**src/segmented_memory_map_defines.svh**
```systemverilog
// assertion macros used by the rtl of the segmented memory map
`ifndef SEGMENTED_MEMORY_MAP_DEFINES_SVH
`define SEGMENTED_MEMORY_MAP_DEFINES_SVH

// same-cycle implication, checked on i_clk, off while in reset
`define SMM_ASSERT_NOW(lbl, ante, cons) \
    lbl: assert property (@(posedge i_clk) disable iff (!i_rst_n) (ante) |-> (cons)) \
        else $error("segmented memory map check failed");

// next-cycle implication, checked on i_clk, off while in reset
`define SMM_ASSERT_NEXT(lbl, ante, cons) \
    lbl: assert property (@(posedge i_clk) disable iff (!i_rst_n) (ante) |=> (cons)) \
        else $error("segmented memory map check failed");

`endif

```
**src/smm_pkg.sv**
```systemverilog
package smm_pkg;

    localparam int MAX_SEG       = 3;
    localparam int DEF_SEGMENTS  = 3;
    localparam int DEF_SEG_BYTES = 4096;

    localparam int ADDR_W     = 32;
    localparam int DATA_W     = 32;
    localparam int SIZE_W     = 13;
    localparam int CFG_IDX_W  = 3;
    localparam int CFG_DATA_W = 32;

    // register indexes
    localparam logic [CFG_IDX_W-1:0] REG_SEG0_BASE = 3'd0;
    localparam logic [CFG_IDX_W-1:0] REG_SEG0_SIZE = 3'd1;
    localparam logic [CFG_IDX_W-1:0] REG_SEG1_BASE = 3'd2;
    localparam logic [CFG_IDX_W-1:0] REG_SEG1_SIZE = 3'd3;
    localparam logic [CFG_IDX_W-1:0] REG_SEG2_BASE = 3'd4;
    localparam logic [CFG_IDX_W-1:0] REG_SEG2_SIZE = 3'd5;
    localparam logic [CFG_IDX_W-1:0] REG_RO_MASK   = 3'd6;

    // actions
    localparam logic [1:0] ACT_READ  = 2'd0;
    localparam logic [1:0] ACT_WRITE = 2'd1;
    localparam logic [1:0] ACT_LOAD  = 2'd2;
    localparam logic [1:0] ACT_CLEAR = 2'd3;

    // access widths
    localparam logic [1:0] WC_BYTE = 2'd0;
    localparam logic [1:0] WC_HALF = 2'd1;

    // status codes
    localparam logic [1:0] ST_OK       = 2'd0;
    localparam logic [1:0] ST_NO_SEG   = 2'd1;
    localparam logic [1:0] ST_PAST_END = 2'd2;
    localparam logic [1:0] ST_RO_WRITE = 2'd3;

    typedef struct packed {
        logic [1:0]        action;
        logic [ADDR_W-1:0] address;
        logic [1:0]        width_code;
        logic [DATA_W-1:0] write_data;
    } t_in_item;

    typedef struct packed {
        logic [DATA_W-1:0] read_data;
        logic [1:0]        status;
    } t_out_item;

    // decoded access
    typedef struct packed {
        logic [1:0]        seg;
        logic [1:0]        status;
        logic [ADDR_W-1:0] offset;
        logic [2:0]        nbytes;
        logic              rd;
        logic              wr;
    } t_dec;

endpackage

```
**src/smm_decode.sv**
```systemverilog
module smm_decode #(
    parameter int SEGMENTS  = smm_pkg::DEF_SEGMENTS,
    parameter int SEG_BYTES = smm_pkg::DEF_SEG_BYTES
) (
    input  smm_pkg::t_in_item                                      i_item,
    input  logic [smm_pkg::MAX_SEG-1:0][smm_pkg::ADDR_W-1:0]       i_seg_base,
    input  logic [smm_pkg::MAX_SEG-1:0][smm_pkg::SIZE_W-1:0]       i_seg_size,
    input  logic [smm_pkg::MAX_SEG-1:0]                            i_ro_mask,
    output smm_pkg::t_dec                                          o_dec
);

    import smm_pkg::*;

    logic [ADDR_W:0]   lo   [MAX_SEG];
    logic [ADDR_W:0]   eff  [MAX_SEG];
    logic [MAX_SEG-1:0] hit;

    // range test per segment on 33 bits
    always_comb begin
        for (int i = 0; i < MAX_SEG; i++) begin
            lo[i]  = {1'b0, i_seg_base[i]};
            eff[i] = (33'(i_seg_size[i]) > 33'(SEG_BYTES)) ? 33'(SEG_BYTES)
                                                             : 33'(i_seg_size[i]);
            hit[i] = (i < SEGMENTS) &&
                     ({1'b0, i_item.address} >= lo[i]) &&
                     ({1'b0, i_item.address} < (lo[i] + eff[i]));
        end
    end

    always_comb begin
        logic              found;
        logic [1:0]        seg;
        logic [ADDR_W:0]   seg_eff;
        logic [ADDR_W-1:0] seg_base;
        logic [2:0]        nb;
        logic [ADDR_W-1:0] off;

        found    = 1'b0;
        seg      = 2'd0;
        seg_eff  = eff[0];
        seg_base = i_seg_base[0];
        // lowest index wins
        for (int i = MAX_SEG - 1; i >= 0; i--) begin
            if (hit[i]) begin
                found    = 1'b1;
                seg      = 2'(i);
                seg_eff  = eff[i];
                seg_base = i_seg_base[i];
            end
        end

        case (i_item.width_code)
            WC_BYTE: nb = 3'd1;
            WC_HALF: nb = 3'd2;
            default: nb = 3'd4;
        endcase

        off = i_item.address - seg_base;

        o_dec.seg    = seg;
        o_dec.offset = off;
        o_dec.nbytes = nb;
        o_dec.rd     = 1'b0;
        o_dec.wr     = 1'b0;
        o_dec.status = ST_OK;

        if (i_item.action != ACT_CLEAR) begin
            if (!found) begin
                o_dec.status = ST_NO_SEG;
            end else if (i_item.action == ACT_WRITE && i_ro_mask[seg]) begin
                o_dec.status = ST_RO_WRITE;
            end else if (({1'b0, off} + 33'(nb)) > seg_eff) begin
                o_dec.status = ST_PAST_END;
            end else if (i_item.action == ACT_READ) begin
                o_dec.rd = 1'b1;
            end else begin
                o_dec.wr = 1'b1;
            end
        end
    end

endmodule

```
**config.mk**
```make
export PLATFORM = sky130hd
export DESIGN_NAME = smm_decode
export DESIGN_NICKNAME = d
export VERILOG_FILES = /design/src/segmented_memory_map_defines.svh /design/src/smm_pkg.sv /design/src/smm_decode.sv
export SDC_FILE = /design/constraint.sdc
export NUM_CORES = 1
export LEC_CHECK = 0
export BUFFER_PORTS_ARGS = -buffer_cell sky130_fd_sc_hd__buf_4
export CAP_MARGIN = 20
export CORE_MARGIN = 4
export CORE_UTILIZATION = 39
export DETAILED_ROUTE_END_ITERATION = 6
export GPL_ROUTABILITY_DRIVEN = 0
export PLACE_DENSITY = 0.66
export REMOVE_ABC_BUFFERS = 1
export SYNTH_ARGS = -nofsm -noshare
export SYNTH_HDL_FRONTEND = slang
export SYNTH_SLANG_ARGS = --single-unit
export TNS_END_PERCENT = 20
```
**constraint.sdc**
```tcl
create_clock -name vclk -period 18.88
set_input_delay 0.944 -clock vclk [all_inputs]
set_output_delay 0.944 -clock vclk [all_outputs]
set_load 0.1 [all_outputs]
```
======== After elaboration in Yosys (flattened, before gate mapping) ========
Index checks and enable logic that the tools add are counted.
word-level totals
  output and inout bits ................... 41
  register bits after elaboration ......... 0
  logic and storage cells ................. 53
cells by class
  multiplexer cells ....................... 28
  eq/ne operators ......................... 3
  reduce and logical (&&, ||, !) cells .... 6
  $lt $le $gt $ge ......................... 11
  add/subtract/negate cells ............... 5
operators with widths
  operator                count
  $add A32 B13 Y33        3
  $lt A32 B33 Y1          3
  $ge A32 B32 Y1          3
  $mux W32                3
  $mux W13                5
  $gt A13 B13 Y1 const B  3
  $add A32 B3 Y33         1
  $gt A33 B33 Y1          1
  $mux W33                1
  $sub A32 B32 Y32        1
  $mux W2                 11
  $mux W1                 6
  $pmux W3 S2             1
  $eq A2 B1 Y1 const B    2
  $logic_and A1 B1 Y1     4
  $logic_not A2 Y1        2
  $lt A2 B3 Y1 const B    1
  $bmux W1 S2             1
  $ne A2 B2 Y1 const B    1

======== Longest topological paths before layout ========
Gate-level depths: netlist of run 1.
  depth in word-level cells ............... 15
  mapped depth ............................ 47
  depth with buffers taken out ............ 45

======== Least setup slack after synthesis of run 1 ========
Ideal clock, no wire load.
  path type ............................... input-to-output
  start point ............................. input i_seg_size[25] (netlist name)
  end point ............................... output o_dec[0] (netlist name)
  cell stages on the path ................. 44
  setup slack ............................. 5.004 ns
  arrival ................................. 12.932 ns
  cells stage by stage .................... clkbuf_1 > nor2b_1 > ha_1 > a21o_1 > a21oi_1 > o21bai_1 > a21oi_1 > o21bai_1 > a21boi_0 > o21ai_0 > a31o_2 > a21o_1 > clkbuf_1 > nand4_1 > xnor2_1 > ha_1 > nand4_1 > or3_1 > [... 8 more ...] > fa_1 > xnor2_1 > ha_1 > a21o_1 > nand4_1 > and3b_1 > nand3_1 > xnor2_1 > ha_1 > a21o_1 > a21o_1 > a21oi_1 > o211ai_1 > o2bb2ai_1 > a311oi_1 > and3_1 > nand4_1 > a211oi_1
RTL lines
  item         line             text
  from (decl)  smm_decode.sv:7  input logic [smm_pkg::MAX_SEG-1:0][smm_pkg::SIZE_W-1:0] i_seg_size,
  to (decl)    smm_decode.sv:9  output smm_pkg::t_dec o_dec

==> reports/qor_table.md, run 1 <==
| Result | This run | Unit |
|:---|:---|:---|
| Outcome | finished clean | - |
| Layer carrying the most global-route usage | met2 | - |
| Met2 Usage GRT | 40.1 | % |
| Fraction of layout cells with a size suffix above 1 | 16.1 | % |
| Number of hold buffers added after cts | 0 | - |
| Combinational family with the most area after synthesis | adder cells | - |
| Post-CTS setup buffer count | 0 | - |
| Synthesized-area fraction occupied by ao, oa, aoi and oai cells | 29.5 | % |
| Power per cell area | 75.7 | mW/mm² |
| Die X-Extent | 178 | µm |
| Starting density of the core | 40.0 | % |
| Avg Vias per Cell | 5.89 | - |
| Fmax | 78.3 | MHz |
| Met1 usage in global routing | 31.6 | % |
| Worst rel slew slack | 43.3 | % |
| Slew at the pin closest to its max-slew limit | 0.849 | ns |
| Count of endpoints failing setup in the final report | 0 | - |
| Count of cells resized by post-cts repair | 0 | - |
| Worst VDD drop | 0.0000948 | V |
| Fraction of the cycle the final worst path needs | 67.6 | % |
| Leakage Power | 6.38 | nW |
| Path category of the worst min-delay check | in2out | - |
| Post-place instance area | 0.0132 | mm² |
| Adder-cell share of the synthesized area | 31.5 | % |
| Wire length per cell | 18.8 | µm |
| Arrival time reported for the critical path endpoint | 11.82 | ns |
| Pin count of the biggest net entering global routing | 44 | - |
| Kind of start point of the critical path | input port | - |
| Number of sequential storage elements | 0 | - |
| Total count of max-transition violations in the final report | 0 | - |
| Net total in the final layout | 2,188 | - |
| Delay of the slowest critical-path stage | 0.47 | ns |
| Post-layout instance area | 0.0132 | mm² |
| End point of the worst hold path | o_dec[4] | - |
| Total number of placement rows | 61 | - |
| Vias in the first global route | 11,700 | - |
| Number of unique standard cell types used by synthesis | 93 | - |
| Layout fillers | 2,914 | - |
| Post-synthesis xor/xnor area fraction | 10.1 | % |
| Total number of vias | 12,200 | - |
| Fraction of the yosys area taken by sequential cells | 0 | % |
| Final Hold Viols | 0 | - |
| Buffers and inverters on the worst path | 7 | - |
| Chip Height | 178 | µm |
| ANT nets after route | 0 | - |
| Post-synthesis area per instance | 7.41 | µm² |
| Setup repair after global routing missed its margin | false | - |
| Count of port buffers added during placement | 215 | - |
| Flip-flop and latch area | 0 | µm² |
| Final wirelength | 39,000 | µm |
| Startpoint of the most critical hold path | i_item[33] | - |
| Minimum clock period | 12.77 | ns |
| Number of antenna cells inserted | 0 | - |
| Smallest hold slack | 2.24 | ns |
| Area added between synthesis and finish | 17.8 | % |
| Worst Path Max Fanout | 43 | - |
| Critical Path End Type | primary output | - |
| Number of optimization iterations in the first detailed-route pass | 5 | - |
| Hold path depth | 2 | - |
| DRC violation count after routing | 0 | - |
| Final WS setup | 6.11 | ns |
| Synthesized cell area | 0.0112 | mm² |
| Kind of critical path | in2out | - |
| Wire length of the first global-routing pass | 60,400 | µm |
| Core outline area | 0.0281 | mm² |
| Pre-CTS worst setup slack | 6.26 | ns |
| Antenna violations before repair | 1 | - |
| CP dominant cell by count | sky130_fd_sc_hd__a21o_1 | - |
| Placed wire-length estimate after detailed placement | 34,000 | µm |
| Required @ worst endpoint | 17.94 | ns |
| Accumulated negative setup slack | 0 | ns |
| Number of top-level pins | 247 | - |
| Max Cap Viol | 0 | - |
| Total routing usage reported by global routing | 23.4 | % |
| Initial detailed-routing violation count | 968 | - |
| Worst-path cell with the longest stage delay | sky130_fd_sc_hd__fa_1 | - |
| Total die area | 0.0316 | mm² |
| Mapped Cells | 1,517 | - |
| # clk buffers | 0 | - |
| CP top delay family | compound AO/OA/AOI/OAI gates | - |
| Yosys warning count | 0 | - |
| Fraction of met3 tracks used by global routing | 2.77 | % |
| Area fraction in and, or, nand and nor cells after synthesis | 22.6 | % |
| Multiplexer fraction of the synthesized cell area | 0.568 | % |
| Grt total ovfl | 0 | - |
layout by cell type (no fill, tap or decap), types with 46 or more instances in the layout:
cell,netlist,final
sky130_fd_sc_hd__inv_1,127,127
sky130_fd_sc_hd__xnor2_1,86,86
sky130_fd_sc_hd__nor2_1,86,86
sky130_fd_sc_hd__a21o_1,50,50
sky130_fd_sc_hd__ha_1,275,275
sky130_fd_sc_hd__buf_4,0,223
sky130_fd_sc_hd__a21oi_1,111,111
sky130_fd_sc_hd__nand4_1,48,48
sky130_fd_sc_hd__nand2_1,83,83
sky130_fd_sc_hd__nor2b_1,46,46
sky130_fd_sc_hd__o21ai_0,58,58
area by class of cell:
class	instances	area (µm²)	area share, %
multi-input combinational	1348	10600	80.1
timing repair buffer	223	1670	12.6
inverter	129	485	3.67
tap	378	473	3.57
worst max path at each step:
stage	start	to	slack, ns	depth (start not counted)
after CTS	i_seg_size[25]	o_dec[1]	6.22	47
final	i_seg_size[25]	o_dec[1]	6.11	47
after global routing	i_seg_size[25]	o_dec[1]	5.45	47
after detailed placement	i_seg_size[25]	o_dec[1]	6.26	47
after global placement	i_seg_size[25]	o_dec[0]	6.49	47
after floorplan	i_seg_size[14]	o_dec[0]	2.78	42
routing by layer:
metal  wire (µm)  share of wire [%]
met2       17700                 45
met3        2900                7.4
met1       17400                 45
met4         984                2.5
met5          13              0.033
Yosys cell counts (16+ instances only):
cell / instances / area, µm²
sky130_fd_sc_hd__nor3_1: 33 / 165
sky130_fd_sc_hd__xnor2_1: 86 / 753
sky130_fd_sc_hd__o21ai_0: 58 / 290
sky130_fd_sc_hd__nand3_1: 42 / 210
sky130_fd_sc_hd__a21o_1: 50 / 375
sky130_fd_sc_hd__a22oi_1: 39 / 293
sky130_fd_sc_hd__and4_1: 18 / 158
sky130_fd_sc_hd__clkbuf_1: 31 / 116
sky130_fd_sc_hd__nor2_1: 86 / 323
sky130_fd_sc_hd__inv_1: 127 / 477
sky130_fd_sc_hd__nand4_1: 48 / 300
sky130_fd_sc_hd__a31oi_1: 16 / 100
sky130_fd_sc_hd__a21oi_1: 111 / 556
sky130_fd_sc_hd__and3_1: 20 / 125
sky130_fd_sc_hd__nor2b_1: 46 / 288
sky130_fd_sc_hd__nand2b_1: 17 / 106
sky130_fd_sc_hd__o21a_1: 17 / 128
sky130_fd_sc_hd__a211oi_1: 19 / 143
sky130_fd_sc_hd__ha_1: 275 / 3440
sky130_fd_sc_hd__nand2_1: 83 / 312
sky130_fd_sc_hd__xor2_1: 30 / 263
sky130_fd_sc_hd__o22ai_1: 44 / 275
power by group:
group,switching (W),internal (W)
sequential,0,0
combinational,0.000689,0.000314
clock,0,0
total,0.000689,0.000314
logic make-up (layout without fill, tap and decap cells):
group           after synthesis  in the layout
fa+ha+maj                   280            280
compound gates              479            479
xor+xnor                    122            122
mux                           6              6
simple gates                461            461
buf+inv                     169            352
through the flow:
stage	total power [W]	std cells	util, %
after global routing	0.00108	2078	47.1
after detailed placement	0.000995	2078	47.1
after global placement	0.000984	2078	47.1
final	0.00100	2078	47.1
after floorplan	0.000753	1477	-
after CTS	0.00100	2078	47.1
No activity file was read; power rests on OpenSTA's default activity.
==> run 2, diff against run 1 <==
Settings changed: PLACE_DENSITY 0.66 to 0.68.
Clock period 18.88 ns to 10.5 ns, I/O delays scaled along.
==> run 2 against run 1 <==
Flip-flop and latch count unchanged; design area increased by 4.4%; count of clock-buffer cells in the layout did not move; die area unchanged; critical path type unchanged.
==> reports/qor_table.md, run 2 (synthesized netlist as in run 1, its figures left out) <==
| Result | This run | Unit | Delta |
|:---|:---|:---|:---|
| Outcome | finished clean | - |  |
| Core outline area | 0.0281 | mm² | unchanged |
| Number of placed cells counting well taps | 2,119 | - | +2.0% |
| Fraction of layout cells with a size suffix above 1 | 20.8 | % | +4.7 points |
| Antenna violations before repair | 0 | - | -1 |
| End point of the worst hold path | o_dec[1] | - |  |
| Worst Path Max Fanout | 14 | - | -67% |
| Most frequent cells in the layout | sky130_fd_sc_hd__ha_1, sky130_fd_sc_hd__buf_4, sky130_fd_sc_hd__inv_1 | - |  |
| Power per cell area | 137 | mW/mm² | +81% |
| Kind of start point of the critical path | input port | - |  |
| Wire length of the first global-routing pass | 61,500 | µm | +1.8% |
| Final Hold Viols | 0 | - | unchanged |
| Total count of max-transition violations in the final report | 0 | - | unchanged |
| Top layer reached by signal wires | met4 | - |  |
| Number of optimization iterations in the first detailed-route pass | 6 | - | +1 |
| Total routing usage reported by global routing | 23.9 | % | +0.46 points |
| Vias in the first global route | 11,900 | - | +1.7% |
| Chip Height | 178 | µm | unchanged |
| Flip-flop and latch area | 0 | µm² | unchanged |
| Number of sequential storage elements | 0 | - | unchanged |
| Initial detailed-routing violation count | 1,062 | - | +9.7% |
| Pin count of the biggest net entering global routing | 33 | - | -25% |
| Accumulated negative setup slack | 0 | ns | unchanged |
| Number of hold buffers added after cts | 0 | - | unchanged |
| Most common cell after layout, fill and taps aside | sky130_fd_sc_hd__ha_1 | - |  |
| Length of routed wiring on met1 | 17,700 | µm | +1.8% |
| Final wirelength | 40,400 | µm | +3.5% |
| Fmax | 98.4 | MHz |  |
| Die X-Extent | 178 | µm | unchanged |
| Count of port buffers added during placement | 215 | - | unchanged |
| Placed wire-length estimate after detailed placement | 34,900 | µm | +2.5% |
| Worst VDD drop | 0.000209 | V | +120% |
| Worst rel slew slack | 47.4 | % | +4.1 points |
| Required @ worst endpoint | 9.98 | ns | -7.96 ns |
| DRC violation count after routing | 0 | - | unchanged |
| Layout fillers | 2,835 | - | -2.7% |
| CP startpoint | i_seg_size[12] | - |  |
| Number of top-level pins | 247 | - | unchanged |
| Grt total ovfl | 0 | - | unchanged |
| Leakage Power | 6.65 | nW | +4.3% |
| Total number of vias | 12,700 | - | +3.6% |
| Fraction of the cycle the final worst path needs | 96.8 | % |  |
| Slew at the pin closest to its max-slew limit | 0.780 | ns | -0.0687 ns |
| Net total in the final layout | 2,234 | - | +2.1% |
| Avg Vias per Cell | 5.96 | - | +1.3% |
| Minimum clock period | 10.16 | ns |  |
| # clk buffers | 0 | - | unchanged |
| Startpoint of the most critical hold path | i_item[67] | - |  |
| Area taken by multi-input logic gates | 0.0108 | mm² | +1.9% |
| Routed length on met2 | 18,100 | µm | +2.3% |
| Delay of the slowest critical-path stage | 0.46 | ns | about the same |
| Kind of critical path | in2out | - |  |
| Arrival time reported for the critical path endpoint | 9.64 | ns | -2.18 ns |
| Starting density of the core | 40.0 | % | unchanged |
| Total number of placement rows | 61 | - | unchanged |
| CP dominant cell by count | sky130_fd_sc_hd__buf_4 | - |  |
| Max Cap Viol | 0 | - | unchanged |
| Worst-path cell with the longest stage delay | sky130_fd_sc_hd__fa_1 | - |  |
| ANT nets after route | 0 | - | unchanged |
| Wire length per cell | 19.0 | µm | +1.2% |
| Hold path depth | 3 | - | +1 |
| Critical Path End Type | primary output | - |  |
| Count of endpoints failing setup in the final report | 0 | - | unchanged |
| Total die area | 0.0316 | mm² | unchanged |
| Final instance count without filler cells | 2,125 | - | +2.3% |
| Path category of the worst min-delay check | in2out | - |  |
| Area added between synthesis and finish | 23.0 | % |  |
| Met3 layer wire length in the routed design | 3590 | µm | +24% |
## run 2: cell types whose count changed in the layout (fill, tap and decap cells not counted), sizes merged
| cell | previous run | this run |
|---|---|---|
| buf | 223 | 268 |
| clkbuf | 0 | 1 |
| diode | 0 | 1 |
## run 2: power by group
group	switching, W	internal (W)	leakage [nW]
Clock	0	0.0000000000127	0.00000634
Sequential	0	0	0
Combinational	0.00127	0.000622	6.65
Total	0.00127	0.000622	6.65
## run 2: how the worst max path moves through the flow
stage | end | slack (ns) | depth (start not counted)
5_1_grt | o_dec[1] | -0.14 | 47
6_report | o_dec[1] | 0.34 | 45
4_1_cts | o_dec[1] | 0.04 | 44
2_1_floorplan | o_dec[0] | -4.76 | 42
3_3_place_gp | o_dec[0] | 0.12 | 44
3_5_place_dp | o_dec[1] | -0.12 | 43
## run 2: critical path: cells and delay by family
family                     cells  cell delay [ns]
adders and majority gates      7             2.27
xor gates and xnor gates       2             0.30
and+or+nand+nor               14             2.57
AOI/OAI and AO/OA             15             2.85
buffers and inverters          7             1.07
## run 2: per-layer routing
layer / up-vias / track usage, %
li1: 6205 / -
met1: 5839 / 33.0
met2: 560 / 39.8
met3: 71 / 3.20
met4: 0 / 4.93
met5: - / 0
## run 2: area by class of cell
cell class / count / area share [%]
repair buffers: 269 / 14.8
inverters: 129 / 3.51
diodes: 1 / 0.0181
well taps: 378 / 3.42
multi-input cells: 1348 / 78.2
## run 2: stage by stage
step | util (%) | hold slack [ns] | area (µm²) | setup slack [ns] | power, W
after detailed placement | 48.2 | 1.40 | 13500 | -0.117 | 0.00185
final | 49.2 | 1.38 | 13800 | 0.336 | 0.00189
after floorplan | - | 1.05 | 11100 | -4.76 | 0.00135
after CTS | 48.3 | 1.40 | 13600 | 0.0391 | 0.00186
after global routing | 49.2 | 1.39 | 13800 | -0.142 | 0.00203
after global placement | 48.2 | 1.40 | 13500 | 0.123 | 0.00183
## run 2: what timing repair did
action	4_1_cts	5_1_grt
endpoints found under the setup margin	2	3
gates resized for setup	2	54
pin swaps	0	13
gates cloned	0	0
buffers inserted	0	5
==> run 3, diff against run 2 <==
Settings changed: MAX_ROUTING_LAYER set to met4.
==> run 3 against run 2 <==
Fmax rose by 0.26%; power barely moved; cell count barely moved; design area did not move; critical path depth did not move; critical path type unchanged; largest cell class unchanged; highest routed layer unchanged.
==> reports/qor_table.md, run 3 (synthesized netlist as in run 1, its figures left out) <==
| Result | This run | Unit | Delta |
|:---|:---|:---|:---|
| Antenna violations before repair | 0 | - | unchanged |
| Chip Height | 178 | µm | unchanged |
| Required @ worst endpoint | 9.98 | ns | about the same |
| Worst rel slew slack | 48.5 | % | +1.1 points |
| Area taken by multi-input logic gates | 0.0108 | mm² | about the same |
| Power per cell area | 137 | mW/mm² | about the same |
| Worst VDD drop | 0.000210 | V | +0.48% |
| Area added between synthesis and finish | 23.0 | % | unchanged |
| Fmax | 98.6 | MHz | +0.26% |
| # clk buffers | 0 | - | unchanged |
| Fraction of the cycle the final worst path needs | 96.6 | % | -0.25 points |
| Die X-Extent | 178 | µm | unchanged |
| Minimum clock period | 10.14 | ns | -0.0263 ns |
| Flip-flop and latch area | 0 | µm² | unchanged |
| Avg Vias per Cell | 5.98 | - | +0.28% |
| Grt total ovfl | 0 | - | unchanged |
| Wire length of the first global-routing pass | 61,400 | µm | -0.12% |
| Fin util | 49.2 | % | unchanged |
| Arrival time reported for the critical path endpoint | 9.61 | ns | -0.03 ns |
| CP startpoint | i_seg_size[12] | - |  |
| Total number of vias | 12,700 | - | +0.23% |
| Fraction of layout cells with a size suffix above 1 | 20.8 | % | about the same |
| Kind of critical path | in2out | - |  |
| Most common cell after layout, fill and taps aside | sky130_fd_sc_hd__ha_1 | - |  |
| Worst Path Max Fanout | 14 | - | unchanged |
| Vias in the first global route | 11,900 | - | +0.0084% |
| Outcome | finished clean | - |  |
| Final wirelength | 40,400 | µm | about the same |
| Path category of the worst min-delay check | in2out | - |  |
| Delay of the slowest critical-path stage | 0.46 | ns | about the same |
| Smallest hold slack | 1.38 | ns | +0.00104 ns |
| Net total in the final layout | 2,233 | - | -0.045% |
| Hold path depth | 3 | - | unchanged |
| Total count of max-transition violations in the final report | 0 | - | unchanged |
| Most frequent cells in the layout | sky130_fd_sc_hd__ha_1, sky130_fd_sc_hd__buf_4, sky130_fd_sc_hd__inv_1 | - |  |
| CP dominant cell by count | sky130_fd_sc_hd__buf_4 | - |  |
| Placed wire-length estimate after detailed placement | 34,900 | µm | unchanged |
| Count of port buffers added during placement | 215 | - | unchanged |
| Pin count of the biggest net entering global routing | 33 | - | unchanged |
| Kind of start point of the critical path | input port | - |  |
| Starting density of the core | 40.0 | % | unchanged |
| End point of the worst hold path | o_dec[1] | - |  |
| Total number of placement rows | 61 | - | unchanged |
| Leakage Power | 6.65 | nW | about the same |
| Total die area | 0.0316 | mm² | unchanged |
| Worst-path cell with the longest stage delay | sky130_fd_sc_hd__fa_1 | - |  |
| Number of sequential storage elements | 0 | - | unchanged |
| Max Cap Viol | 0 | - | unchanged |
| Wire length per cell | 19.0 | µm | about the same |
| DRC violation count after routing | 0 | - | unchanged |
| Total routing usage reported by global routing | 24.6 | % | +0.65 points |
| Initial detailed-routing violation count | 1,140 | - | +7.3% |
| Layout fillers | 2,835 | - | unchanged |
| ANT nets after route | 0 | - | unchanged |
| Critical Path End Type | primary output | - |  |
| Number of optimization iterations in the first detailed-route pass | 5 | - | -1 |
| Slew at the pin closest to its max-slew limit | 0.764 | ns | -0.0163 ns |
| Final Hold Viols | 0 | - | unchanged |
| Count of endpoints failing setup in the final report | 0 | - | unchanged |
| Number of hold buffers added after cts | 0 | - | unchanged |
| Number of top-level pins | 247 | - | unchanged |
| Core outline area | 0.0281 | mm² | unchanged |
| Startpoint of the most critical hold path | i_item[67] | - |  |
[run 3: cell types whose count changed in the layout (fill, tap and decap cells not counted)]
cell                      before  now
sky130_fd_sc_hd__xnor2_1      86   85
sky130_fd_sc_hd__xnor2_2       4    5
sky130_fd_sc_hd__buf_4       264  263
[run 3: how the worst max path moves through the flow]
stage	to	slack, ns	cells past startpoint
after CTS	o_dec[1]	0.04	44
after floorplan	o_dec[0]	-4.76	42
after global placement	o_dec[0]	0.12	44
final	o_dec[1]	0.36	45
after detailed placement	o_dec[1]	-0.12	43
after global routing	o_dec[1]	-0.14	47
[run 3: area by class of cell]
class | count | area share (%)
diodes | 1 | 0.0181
repair buffers | 268 | 14.8
well taps | 378 | 3.42
multi-input cells | 1348 | 78.3
inverters | 129 | 3.51
[run 3: through the flow]
stage / instance area (µm²) / power (W) / TNS [ns] / setup WS (ns) / std cells
floorplan: 11100 / 0.00135 / -14.58 / -4.76 / 1477
global placement: 13500 / 0.00183 / 0 / 0.123 / 2119
global route: 13800 / 0.00203 / -0.172 / -0.136 / 2123
finish: 13800 / 0.00189 / 0 / 0.362 / 2124
CTS: 13600 / 0.00186 / 0 / 0.0391 / 2119
detailed placement: 13500 / 0.00185 / -0.225 / -0.117 / 2119
[run 3: what timing repair did]
action	CTS	global route
hold endpoints to repair	0	0
endpoints found under the setup margin	2	3
pin swaps	0	13
setup buffers	0	4
resized for setup	2	55
[run 3: metal layers]
metal	share of wire, %	vias up	global-route usage [%]
met5	0	-	-
met1	44	5867	33.1
met3	8.8	68	2.79
met2	45	565	39.8
li1	-	6204	-
met4	2.3	0	5.00
[run 3: power by group]
| part | internal [W] | total (W) | switching [W] | leakage [nW] |
|---|---|---|---|---|
| combinational | 0.000621 | 0.00189 | 0.00127 | 6.65 |
| clock | 0.0000000000127 | 0.0000000000127 | 0 | 0.00000634 |
| sequential | 0 | 0 | 0 | 0 |
[run 3: critical path: cells and delay by family]
kind / cells / cell delay [ns]
compound gates: 15 / 2.84
buf+inv: 7 / 1.07
simple gates: 14 / 2.59
fa+ha+maj: 7 / 2.28
xor+xnor: 2 / 0.30
